===== src/sv/wpw_pkg.sv =====
// Shared types and constants for the window pixel writer.
// Depends on nothing; used by every module of the block.
`default_nettype none
package wpw_pkg;

    localparam int LINE_WIDTH = 480;

    localparam int DATA_W  = 32;
    localparam int COORD_W = 12;
    localparam int POS_W   = COORD_W + 1;
    localparam int LW_W    = $clog2(LINE_WIDTH + 1);
    localparam int PROD_W  = POS_W + LW_W;
    localparam int BOFF_W  = PROD_W + 2;
    localparam int COLOR_W = 24;
    localparam int PIX_W   = 16;
    localparam int ADDR_W  = 5;
    localparam int IDX_W   = 3;

    localparam logic [IDX_W-1:0] REG_FRAME_BASE    = 3'd0;
    localparam logic [IDX_W-1:0] REG_WINDOW_LEFT   = 3'd1;
    localparam logic [IDX_W-1:0] REG_WINDOW_TOP    = 3'd2;
    localparam logic [IDX_W-1:0] REG_WINDOW_RIGHT  = 3'd3;
    localparam logic [IDX_W-1:0] REG_WINDOW_BOTTOM = 3'd4;

    typedef struct packed {
        logic [COORD_W-1:0] left;
        logic [COORD_W-1:0] top;
        logic [COORD_W-1:0] right;
        logic [COORD_W-1:0] bottom;
        logic               restart;
    } t_win;

    typedef struct packed {
        logic               valid;
        logic [COLOR_W-1:0] color;
        logic [POS_W-1:0]   x;
        logic [POS_W-1:0]   y;
    } t_s1;

endpackage
`default_nettype wire


===== src/sv/wpw_cfg.sv =====
// APB register file: frame base and window corners.
// Depends on wpw_pkg; flags a window restart on any corner write.
`default_nettype none
module wpw_cfg (
    input  wire logic                       i_clk,
    input  wire logic                       i_rst_n,
    input  wire logic                       psel,
    input  wire logic                       penable,
    input  wire logic                       pwrite,
    input  wire logic [wpw_pkg::ADDR_W-1:0] paddr,
    input  wire logic [wpw_pkg::DATA_W-1:0] pwdata,
    output logic      [wpw_pkg::DATA_W-1:0] prdata,
    output logic                            pready,
    output logic      [wpw_pkg::DATA_W-1:0] o_frame_base,
    output wpw_pkg::t_win                   o_win
);

    logic [wpw_pkg::DATA_W-1:0]  r_base;
    logic [wpw_pkg::COORD_W-1:0] r_left, r_top, r_right, r_bottom;
    logic [wpw_pkg::IDX_W-1:0]   idx;
    logic                        wr;

    assign pready = 1'b1;
    assign idx    = paddr[wpw_pkg::ADDR_W-1:2];
    assign wr     = psel & penable & pwrite;

    always_ff @(posedge i_clk) begin
        if (!i_rst_n) begin
            r_base    <= '0;
            r_left    <= '0;
            r_top     <= '0;
            r_right   <= '0;
            r_bottom  <= '0;
        end else begin
            if (wr) begin
                case (idx)
                    wpw_pkg::REG_FRAME_BASE:    r_base   <= pwdata;
                    wpw_pkg::REG_WINDOW_LEFT:   r_left   <= pwdata[wpw_pkg::COORD_W-1:0];
                    wpw_pkg::REG_WINDOW_TOP:    r_top    <= pwdata[wpw_pkg::COORD_W-1:0];
                    wpw_pkg::REG_WINDOW_RIGHT:  r_right  <= pwdata[wpw_pkg::COORD_W-1:0];
                    wpw_pkg::REG_WINDOW_BOTTOM: r_bottom <= pwdata[wpw_pkg::COORD_W-1:0];
                    default: ;
                endcase
            end
        end
    end

    always_comb begin
        case (idx)
            wpw_pkg::REG_FRAME_BASE:    prdata = r_base;
            wpw_pkg::REG_WINDOW_LEFT:   prdata = wpw_pkg::DATA_W'(r_left);
            wpw_pkg::REG_WINDOW_TOP:    prdata = wpw_pkg::DATA_W'(r_top);
            wpw_pkg::REG_WINDOW_RIGHT:  prdata = wpw_pkg::DATA_W'(r_right);
            wpw_pkg::REG_WINDOW_BOTTOM: prdata = wpw_pkg::DATA_W'(r_bottom);
            default:                    prdata = '0;
        endcase
    end

    assign o_frame_base  = r_base;
    assign o_win.left    = r_left;
    assign o_win.top     = r_top;
    assign o_win.right   = r_right;
    assign o_win.bottom  = r_bottom;
    assign o_win.restart = wr && (idx inside {wpw_pkg::REG_WINDOW_LEFT, wpw_pkg::REG_WINDOW_TOP,
                                              wpw_pkg::REG_WINDOW_RIGHT,
                                              wpw_pkg::REG_WINDOW_BOTTOM});

endmodule
`default_nettype wire


===== src/sv/wpw_walk.sv =====
// Raster walk over the window and input stage register.
// Depends on wpw_pkg; decides write or drop for each accepted word.
`default_nettype none
module wpw_walk (
    input  wire logic                        i_clk,
    input  wire logic                        i_rst_n,
    input  wire wpw_pkg::t_win               i_win,
    input  wire logic                        i_advance,
    input  wire logic                        i_accept,
    input  wire logic [wpw_pkg::COLOR_W-1:0] i_color,
    output wpw_pkg::t_s1                     o_s1
);

    logic [wpw_pkg::COORD_W-1:0] r_col, r_row, n_col, n_row;
    logic                        r_full, n_full;
    logic                        empty, last_col, last_row, wr;
    wpw_pkg::t_s1                r_s1;

    assign empty    = (i_win.right < i_win.left) || (i_win.bottom < i_win.top);
    assign last_col = r_col >= (i_win.right - i_win.left);
    assign last_row = r_row >= (i_win.bottom - i_win.top);
    assign wr       = i_accept & ~empty & ~r_full;

    always_comb begin
        n_col  = r_col;
        n_row  = r_row;
        n_full = r_full;
        if (i_win.restart) begin
            n_col  = '0;
            n_row  = '0;
            n_full = 1'b0;
        end else if (i_accept && !empty) begin
            if (r_full) begin
                n_col  = '0;
                n_row  = '0;
                n_full = 1'b0;
            end else if (last_col) begin
                n_col = '0;
                if (last_row) begin
                    n_row  = '0;
                    n_full = 1'b1;
                end else begin
                    n_row = r_row + wpw_pkg::COORD_W'(1);
                end
            end else begin
                n_col = r_col + wpw_pkg::COORD_W'(1);
            end
        end
    end

    always_ff @(posedge i_clk) begin
        if (!i_rst_n) begin
            r_col      <= '0;
            r_row      <= '0;
            r_full     <= 1'b0;
            r_s1.valid <= 1'b0;
        end else begin
            r_col  <= n_col;
            r_row  <= n_row;
            r_full <= n_full;
            if (i_advance) begin
                r_s1.valid <= wr;
                r_s1.color <= i_color;
                r_s1.x     <= {1'b0, i_win.left} + {1'b0, r_col};
                r_s1.y     <= {1'b0, i_win.top} + {1'b0, r_row};
            end
        end
    end

    assign o_s1 = r_s1;

endmodule
`default_nettype wire


===== src/sv/wpw_addr.sv =====
// Address and RGB565 stage with the result register.
// Depends on wpw_pkg; fed by the walk stage register.
`default_nettype none
module wpw_addr (
    input  wire logic                       i_clk,
    input  wire logic                       i_rst_n,
    input  wire logic                       i_advance,
    input  wire wpw_pkg::t_s1               i_s1,
    input  wire logic [wpw_pkg::DATA_W-1:0] i_frame_base,
    output logic                            o_valid,
    output logic      [wpw_pkg::DATA_W-1:0] o_address,
    output logic      [wpw_pkg::PIX_W-1:0]  o_pixel
);

    logic [wpw_pkg::PROD_W-1:0] prod;
    logic [wpw_pkg::PROD_W:0]   pix_off;
    logic [wpw_pkg::BOFF_W-1:0] byte_off;
    logic [wpw_pkg::DATA_W-1:0] r_address;
    logic [wpw_pkg::PIX_W-1:0]  r_pixel;
    logic                       r_valid;

    assign prod     = wpw_pkg::PROD_W'(i_s1.y) * wpw_pkg::PROD_W'(wpw_pkg::LINE_WIDTH);
    assign pix_off  = {1'b0, prod} + (wpw_pkg::PROD_W + 1)'(i_s1.x);
    assign byte_off = {pix_off, 1'b0};

    always_ff @(posedge i_clk) begin
        if (!i_rst_n) begin
            r_valid <= 1'b0;
        end else if (i_advance) begin
            r_valid <= i_s1.valid;
        end
    end

    always_ff @(posedge i_clk) begin
        if (i_advance) begin
            r_address <= i_frame_base + wpw_pkg::DATA_W'(byte_off);
            r_pixel   <= {i_s1.color[23:19], i_s1.color[15:10], i_s1.color[7:3]};
        end
    end

    assign o_valid   = r_valid;
    assign o_address = r_address;
    assign o_pixel   = r_pixel;

endmodule
`default_nettype wire


===== src/sv/window_pixel_writer_rgb565.sv =====
// Window pixel writer, top level: APB registers, walk stage, address stage.
// Depends on wpw_pkg, wpw_cfg, wpw_walk and wpw_addr.
//
//  channel   direction  width  contents
//  s_axis    in         24     pixel_color (RGB888)
//  m_axis    out        48     mem_address [31:0], pixel_data [47:32]
//  apb       in/out     32     frame_base, window_left/top/right/bottom
//
// One word per cycle unless stalled; a word passes the walk and result registers.
// Position counters step in the cycle a word is taken; dropped words give no result.
// The two stages stall together while a result waits with m_axis_tready low.
// Synchronous active-low reset clears the APB registers, valid flags and position.
`default_nettype none
module window_pixel_writer_rgb565 (
    input  wire logic                        i_clk,
    input  wire logic                        i_rst_n,
    input  wire logic                        s_axis_tvalid,
    output logic                             s_axis_tready,
    input  wire logic [23:0]                 s_axis_tdata,  // pixel_color
    output logic                             m_axis_tvalid,
    input  wire logic                        m_axis_tready,
    output logic      [47:0]                 m_axis_tdata,  // mem_address, pixel_data
    input  wire logic                        psel,
    input  wire logic                        penable,
    input  wire logic                        pwrite,
    input  wire logic [wpw_pkg::ADDR_W-1:0]  paddr,
    input  wire logic [wpw_pkg::DATA_W-1:0]  pwdata,
    output logic      [wpw_pkg::DATA_W-1:0]  prdata,
    output logic                             pready
);

    logic [wpw_pkg::DATA_W-1:0] frame_base;
    wpw_pkg::t_win              win;
    wpw_pkg::t_s1               s1;
    logic                       advance;
    logic [wpw_pkg::DATA_W-1:0] address;
    logic [wpw_pkg::PIX_W-1:0]  pixel;

    assign advance       = ~m_axis_tvalid | m_axis_tready;
    assign s_axis_tready = advance & i_rst_n;

    wpw_cfg u_cfg (
        .i_clk       (i_clk),
        .i_rst_n     (i_rst_n),
        .psel        (psel),
        .penable     (penable),
        .pwrite      (pwrite),
        .paddr       (paddr),
        .pwdata      (pwdata),
        .prdata      (prdata),
        .pready      (pready),
        .o_frame_base(frame_base),
        .o_win       (win)
    );

    wpw_walk u_walk (
        .i_clk    (i_clk),
        .i_rst_n  (i_rst_n),
        .i_win    (win),
        .i_advance(advance),
        .i_accept (s_axis_tvalid & s_axis_tready),
        .i_color  (s_axis_tdata),
        .o_s1     (s1)
    );

    wpw_addr u_addr (
        .i_clk       (i_clk),
        .i_rst_n     (i_rst_n),
        .i_advance   (advance),
        .i_s1        (s1),
        .i_frame_base(frame_base),
        .o_valid     (m_axis_tvalid),
        .o_address   (address),
        .o_pixel     (pixel)
    );

    assign m_axis_tdata = {pixel, address};

endmodule
`default_nettype wire

===== config.mk =====
export PLATFORM = sky130hd
export DESIGN_NAME = window_pixel_writer_rgb565
export DESIGN_NICKNAME = d
export VERILOG_FILES = /design/src/sv/wpw_pkg.sv /design/src/sv/wpw_cfg.sv /design/src/sv/wpw_walk.sv /design/src/sv/wpw_addr.sv /design/src/sv/window_pixel_writer_rgb565.sv
export SDC_FILE = /design/constraint.sdc
export NUM_CORES = 1
export LEC_CHECK = 0
export ABC_AREA = 1
export BUFFER_PORTS_ARGS = -buffer_cell sky130_fd_sc_hd__buf_2
export CORE_MARGIN = 5
export CORE_UTILIZATION = 50
export CTS_BUF_LIST = sky130_fd_sc_hd__clkbuf_4 sky130_fd_sc_hd__clkbuf_8
export DETAILED_ROUTE_END_ITERATION = 16
export PLACE_DENSITY = 0.66
export SYNTH_ARGS = -nofsm -noshare
export SYNTH_HDL_FRONTEND = slang
export SYNTH_SLANG_ARGS = --single-unit

===== constraint.sdc =====
create_clock -name i_clk -period 12.02 [get_ports i_clk]
set_input_delay 0.601 -clock i_clk [delete_from_list [all_inputs] [get_ports i_clk]]
set_output_delay 0.601 -clock i_clk [all_outputs]
set_load 0.005 [all_outputs]

== Yosys cells after proc, flatten, opt, wreduce, memory -nomap -nowiden ==
Cells that the tools add are included.

* Register bits after elaboration: 205
* Output and inout bits: 83
* Input bits: 68
* Word-level logic and storage cells: 67

* $add $sub $neg: 8
* Order comparisons: 4
* Multiplexer cells: 9
* Reduce and logical (&&, ||, !) cells: 15
* Equal/unequal tests: 4
* Bitwise logic cells: 11
* $mul: 1

{| class="wikitable"
|+ Operators by type and width
! operator !! count
|-
| case mux 32 bit (5 select lines) || 1
|-
| 2-to-1 mux 12 bit || 5
|-
| adder 32 x 24 -> 32 bit || 1
|-
| adder 12 x 12 -> 13 bit || 2
|-
| adder 12 x 1 -> 12 bit (second input constant) || 2
|-
| greater-or-equal comparator 12 bit || 2
|-
| < comparator 12 bit || 2
|-
| subtractor 12 bit || 2
|-
| adder 22 x 13 -> 23 bit || 1
|-
| multiplier 13 x 4 -> 17 bit (second input constant) || 1
|-
| AND reduction 2 bit || 7
|-
| AND 1 bit || 6
|-
| equality test 3 x 2 -> 1 bit (second input constant) || 2
|-
| NOT 1 bit || 4
|-
| nonzero test 4 bit || 1
|-
| equality test 3 x 1 -> 1 bit (second input constant) || 1
|-
| equality test 3 bit (second input constant) || 1
|-
| logical NOT 3 bit || 1
|-
| 2-to-1 mux 1 bit || 3
|-
| logical AND 1 bit || 2
|-
| nonzero test 2 bit || 1
|-
| OR reduction 2 bit || 1
|-
| logical NOT 1 bit || 1
|-
| logical OR 1 bit || 1
|-
| bitwise OR 1 bit || 1
|}

== Logic depth before layout (Yosys ltp) ==
* Depth in word-level cells: 6
* Gate-level depth with buffers: 32
* Gate-level depth less buffers: 32

== By module ==
A second synthesis with hierarchy kept.

* Cells, all modules: 2042
* Area, all modules: 14961.8 um2

{| class="wikitable"
|+ By module, submodules not included
! module !! sequential area each (um2) !! cells each !! instances !! area each (um2)
|-
| wpw_walk || 2021.9 || 727 || 1 || 5728.0
|-
| wpw_addr || 1461.4 || 653 || 1 || 5091.1
|-
| wpw_cfg || 1601.5 || 656 || 1 || 4112.7
|-
| window_pixel_writer_rgb565 || 0.0 || 6 || 1 || 30.0
|}

== Worst setup path before layout ==
No wires, ideal clock.

* Path type: flip-flop to flip-flop
* Start: register u_walk.r_s1, in the netlist u_walk.o_s1[3]
* End: register u_addr.r_address, in the netlist u_addr.o_address[28] (data pin)
* Required time: 11.768 ns
* Library setup time: 0.252 ns
* Clock period less this slack: 4.868 ns
* Setup slack: 7.152 ns
* Arrival: 4.615 ns
* Stages on the path, launching flop included: 29
* Buffers on the path: 0
* Cells stage by stage: edfxtp_1 -> inv_1 -> fa_1 -> fa_1 -> inv_1 -> ha_1 -> nor2_2 -> a21oi_2 -> nand2_1 -> nand2_1 -> xor2_1 -> ha_1 -> a21oi_1 -> o21ai_0 -> a21oi_1 -> nor2_1 -> nand3_2 -> xor2_1 -> inv_1 -> ha_1 -> nand2_1 -> nor3_1 -> nand4_1 -> nand3_1 -> nand2_1 -> nand2_1 -> nand2_1 -> nand2_1 -> nand2_1

* Word-level cells in the longest chain between the ends: 3

{| class="wikitable"
|+ Ends and longest elaborated chain
! item !! RTL line !! source
|-
| start, declared || wpw_walk.sv:17 || <nowiki>wpw_pkg::t_s1 r_s1;</nowiki>
|-
| multiplier 13 x 4 -> 17 bit || wpw_addr.sv:22 || <nowiki>assign prod = wpw_pkg::PROD_W'(i_s1.y) * wpw_pkg::PROD_W'(wpw_pkg::LINE_WIDTH);</nowiki>
|-
| adder 22 x 13 -> 23 bit || wpw_addr.sv:23 || <nowiki>assign pix_off = {1'b0, prod} + (wpw_pkg::PROD_W + 1)'(i_s1.x);</nowiki>
|-
| adder 32 x 24 -> 32 bit || wpw_addr.sv:36 || <nowiki>r_address <= i_frame_base + wpw_pkg::DATA_W'(byte_off);</nowiki>
|-
| end signal, assigned || wpw_addr.sv:36 ||
|-
| end, declared || wpw_addr.sv:18 || <nowiki>logic [wpw_pkg::DATA_W-1:0] r_address;</nowiki>
|}

Every way passes these cells.
A chain may end at the register's enable or synchronous reset.

== Worst setup path after layout ==
* Start: register u_walk.r_s1, in the netlist u_walk.o_s1[0]
* End: register u_addr.r_address, in the netlist u_addr.o_address[30] (data pin)

The elaborated chain is that of the path after synthesis.

==> reports/results.tsv <==
stage	metric	value	unit
floorplan	ioPinCount	151	
critical_path	required	12.27	ns
critical_path	end_kind	flop	
critical_path	crit_path_start_kind	flop	
routing	wl_per_cell	15.7	um
placed_design	post-dp-hpwl	27400	um
global_route	grt_max_degree	83	
final_layout	layout_common_cells	323 x nand2_1, 224 x inv_1, 209 x nor2_1, 150 x a21oi_1, 145 x o21ai_0	
power	switching_share	0.402	
power	p_per_area	140	nW/um2
clock_network	post-cts-setup-buffer-count	0	
critical_path	crit_type	reg -> reg	
routing	num_vias	11800	
critical_path	critPathArrivalTime	5.95	ns
floorplan	die_area	30600	um2
sta	rsz0062_at_grt	no	
sta	hold_viol_final	0	
placed_design	io_buffer_count	139	
power	ir_drop	89.5	uV
global_route	antenna_found_initial	1	
clock_network	clock_latency	0.49	ns
synth	yosys_register_bits	197	
worst_hold_path	hp-class	in -> reg	
global_route	grt-ovfl-total	0	
global_route	grtUsageTotal	0.227	
routing	drtIter0Drc	695	
clock_network	cts_tree	built	
floorplan	initial_core_util	0.506	
final_layout	finalNetCount	2080	
critical_path	cp_max_fo	5	
global_route	grt_pass1_wl	56400	um
power	p_leak	7.19	nW
clock_network	postCtsHoldBufs	0	
status	outcome	finished, final reports clean	
routing	first_pass_iters	6	
routing	via_per_inst	5.35	
synth	avgSynthCellArea	7.85	um2
floorplan	core-area	26900	um2
clock_network	cts-buffers-inserted	17	
sta	final_min_period_over_clock_period	0.474	
placed_design	gp_congestion	0.901	
power	p_int	1.26	mW
clock_network	clk_pin_slew	0.11	ns
sta	fin_tns_setup	0	ns
power	comb_power_share	0.414	
final_layout	syn_to_final_growth	10.0	%
floorplan	die-width	175	um
synth	netlist-cell-type-count	49	
final_layout	layout_commonest_cell	nand2_1	
sta	setup_viol	0	
sta	slew_headroom	0.326	
synth	synthesis.nets	1956	
final_layout	antenna-diode-count	0	
sta	fin_crit	5.70	ns
sta	fmax	0.175	GHz
clock_network	htreeDepth	4	
floorplan	placement_rows	60	
worst_hold_path	min_path_cells	1	
routing	drc	0	
clock_network	cts_resized	0	
global_route	grt_pass1_vias	11300	
final_layout	layout-drive-gt1-share	0.117	
clock_network	cts.path.max_buffers	2	
sta	finClkSkew	0.0177	ns
critical_path	r2r_cells	25	
power	pwr-share-clk	0.207	
synth	synth_warnings	0	
routing	drt_wl_total	34800	um
clock_network	cts.sinks	197	
floorplan	fp.dieH	175	um
clock_network	cts_root_buf	clkbuf_8	
routing	ant_nets	0	
sta	slew_viol_final	0	
synth	synthCells	1733	
job	cap_violations	0	
sta	holdWs	0.288	ns
power	switching_power	0.843	mW
power	seq_power_share	0.379	
synth	synth_area	13600	um2
synth	seq_area_frac_synth	0.356	
sta	worst_pin_slew	1.01	ns
[cell usage after synthesis (all sizes together)]
| master | n | area (um2) |
|---|---|---|
| a31oi | 9 | 56.3 |
| a22oi | 1 | 7.51 |
| a21boi | 5 | 37.5 |
| o21bai | 5 | 48.8 |
| clkbuf | 28 | 105 |
| ha | 126 | 1580 |
| nand2 | 331 | 1280 |
| o311ai | 2 | 17.5 |
| o21ai | 147 | 743 |
| o31ai | 3 | 22.5 |
| conb | 1 | 3.75 |
| o2111ai | 1 | 8.76 |
| nand4 | 19 | 125 |
| fa | 29 | 581 |
| a221oi | 11 | 96.3 |
| a21oi | 157 | 812 |
| o22ai | 3 | 25.0 |
| nand3 | 77 | 415 |
| nor3 | 18 | 95.1 |
| xor2 | 56 | 490 |
| a211oi | 2 | 15.0 |
| inv | 229 | 860 |
| xnor2 | 27 | 236 |
| or2 | 1 | 6.26 |
| buf | 9 | 71.3 |
| a21o | 8 | 60.1 |
| nor4 | 2 | 12.5 |
| and2 | 3 | 18.8 |
| dfxtp | 107 | 2140 |
| nand3b | 6 | 57.6 |
| nor2 | 219 | 863 |
| o21a | 1 | 7.51 |
| edfxtp | 90 | 2700 |
[sequential cells by signal (all words and copies together) (netlist names)]
register            cells
u_addr.o_valid          1
u_cfg.r_left           12
u_walk.r_row           12
u_cfg.r_bottom         12
u_cfg.o_frame_base     32
u_walk.r_col           12
u_walk.r_full           1
u_addr.o_pixel         16
u_cfg.r_top            12
u_walk.o_s1            43
u_cfg.r_right          12
u_addr.o_address       32
[per-layer routing]
layer  routed length [um]  part of all wire  vias to the layer above  global-route usage
met4                 1010             0.029                        2              0.0825
li1                     -                 -                     6015                   -
met5                    8           0.00023                        -                   0
met1                15500              0.45                     5390               0.293
met3                 1970             0.057                       61              0.0415
met2                16300              0.47                      350               0.384
[power groups by stage]
stage / clock network (mW) / registers (mW) / logic (mW)
2_1_floorplan: 0 / 0.808 / 0.650
3_3_place_gp: 0 / 0.809 / 0.855
3_5_place_dp: 0 / 0.810 / 0.870
4_1_cts: 0.446 / 0.794 / 0.875
5_1_grt: 0.475 / 0.800 / 0.991
6_report: 0.435 / 0.794 / 0.868
[through the flow]
stage                     power, mW   util  cell area (um2)  cells  setup slack (ns)
final                          2.10  0.557            15000   2211              6.32
after floorplan                1.46      -            13600   1733              7.15
after CTS                      2.11  0.557            15000   2211              6.33
after detailed placement       1.68  0.542            14600   2179              6.36
after global placement         1.66  0.542            14600   2179              6.46
after global routing           2.27  0.557            15000   2211              5.82
[critical path: stages (launching register included)]
cell	delay (ns)
edfxtp_1	0.50
fa_1	0.54
fa_1	0.53
inv_1	0.06
fa_1	0.41
inv_1	0.10
nand3_1	0.06
nand2_1	0.14
xor2_1	0.19
ha_1	0.30
nand2_1	0.11
inv_1	0.05
nand2_1	0.06
nand2_1	0.04
a21oi_1	0.30
o22ai_2	0.20
nand2_1	0.11
xnor2_1	0.09
ha_1	0.36
nand2_1	0.14
o21ai_0	0.35
a21oi_1	0.17
o21ai_0	0.33
nand2_1	0.16
nand3_1	0.11
nand2_1	0.05
[kinds of logic after synthesis]
| family | share of synthesized area |
|---|---|
| flops | 0.356 |
| buf+inv | 0.0762 |
| other cells | 0.000276 |
| xor+xnor | 0.0535 |
| fa+ha+maj | 0.159 |
| compound gates | 0.144 |
| simple gates | 0.211 |
[area by class of cell]
| cell class | instances | area (um2) |
|---|---|---|
| clock inverter | 12 | 119 |
| timing repair buffer | 142 | 718 |
| fill | 2550 | 11900 |
| clock buffer | 20 | 263 |
| tap | 341 | 427 |
| multi-input combinational | 1270 | 7730 |
| sequential | 197 | 4840 |
| inverter | 229 | 860 |
[worst paths after layout]
kind	startpoint	end	slack [ns]
worst min register to register	u_walk.o_s1[41]	u_addr.o_pixel[10]	0.43
worst min-delay path	s_axis_tdata[20]	u_walk.o_s1[46]	0.29
worst max register to register	u_walk.o_s1[0]	u_addr.o_address[30]	6.32
worst max-delay path	u_walk.o_s1[0]	u_addr.o_address[30]	6.32
(Power assumes the default switching activity.)
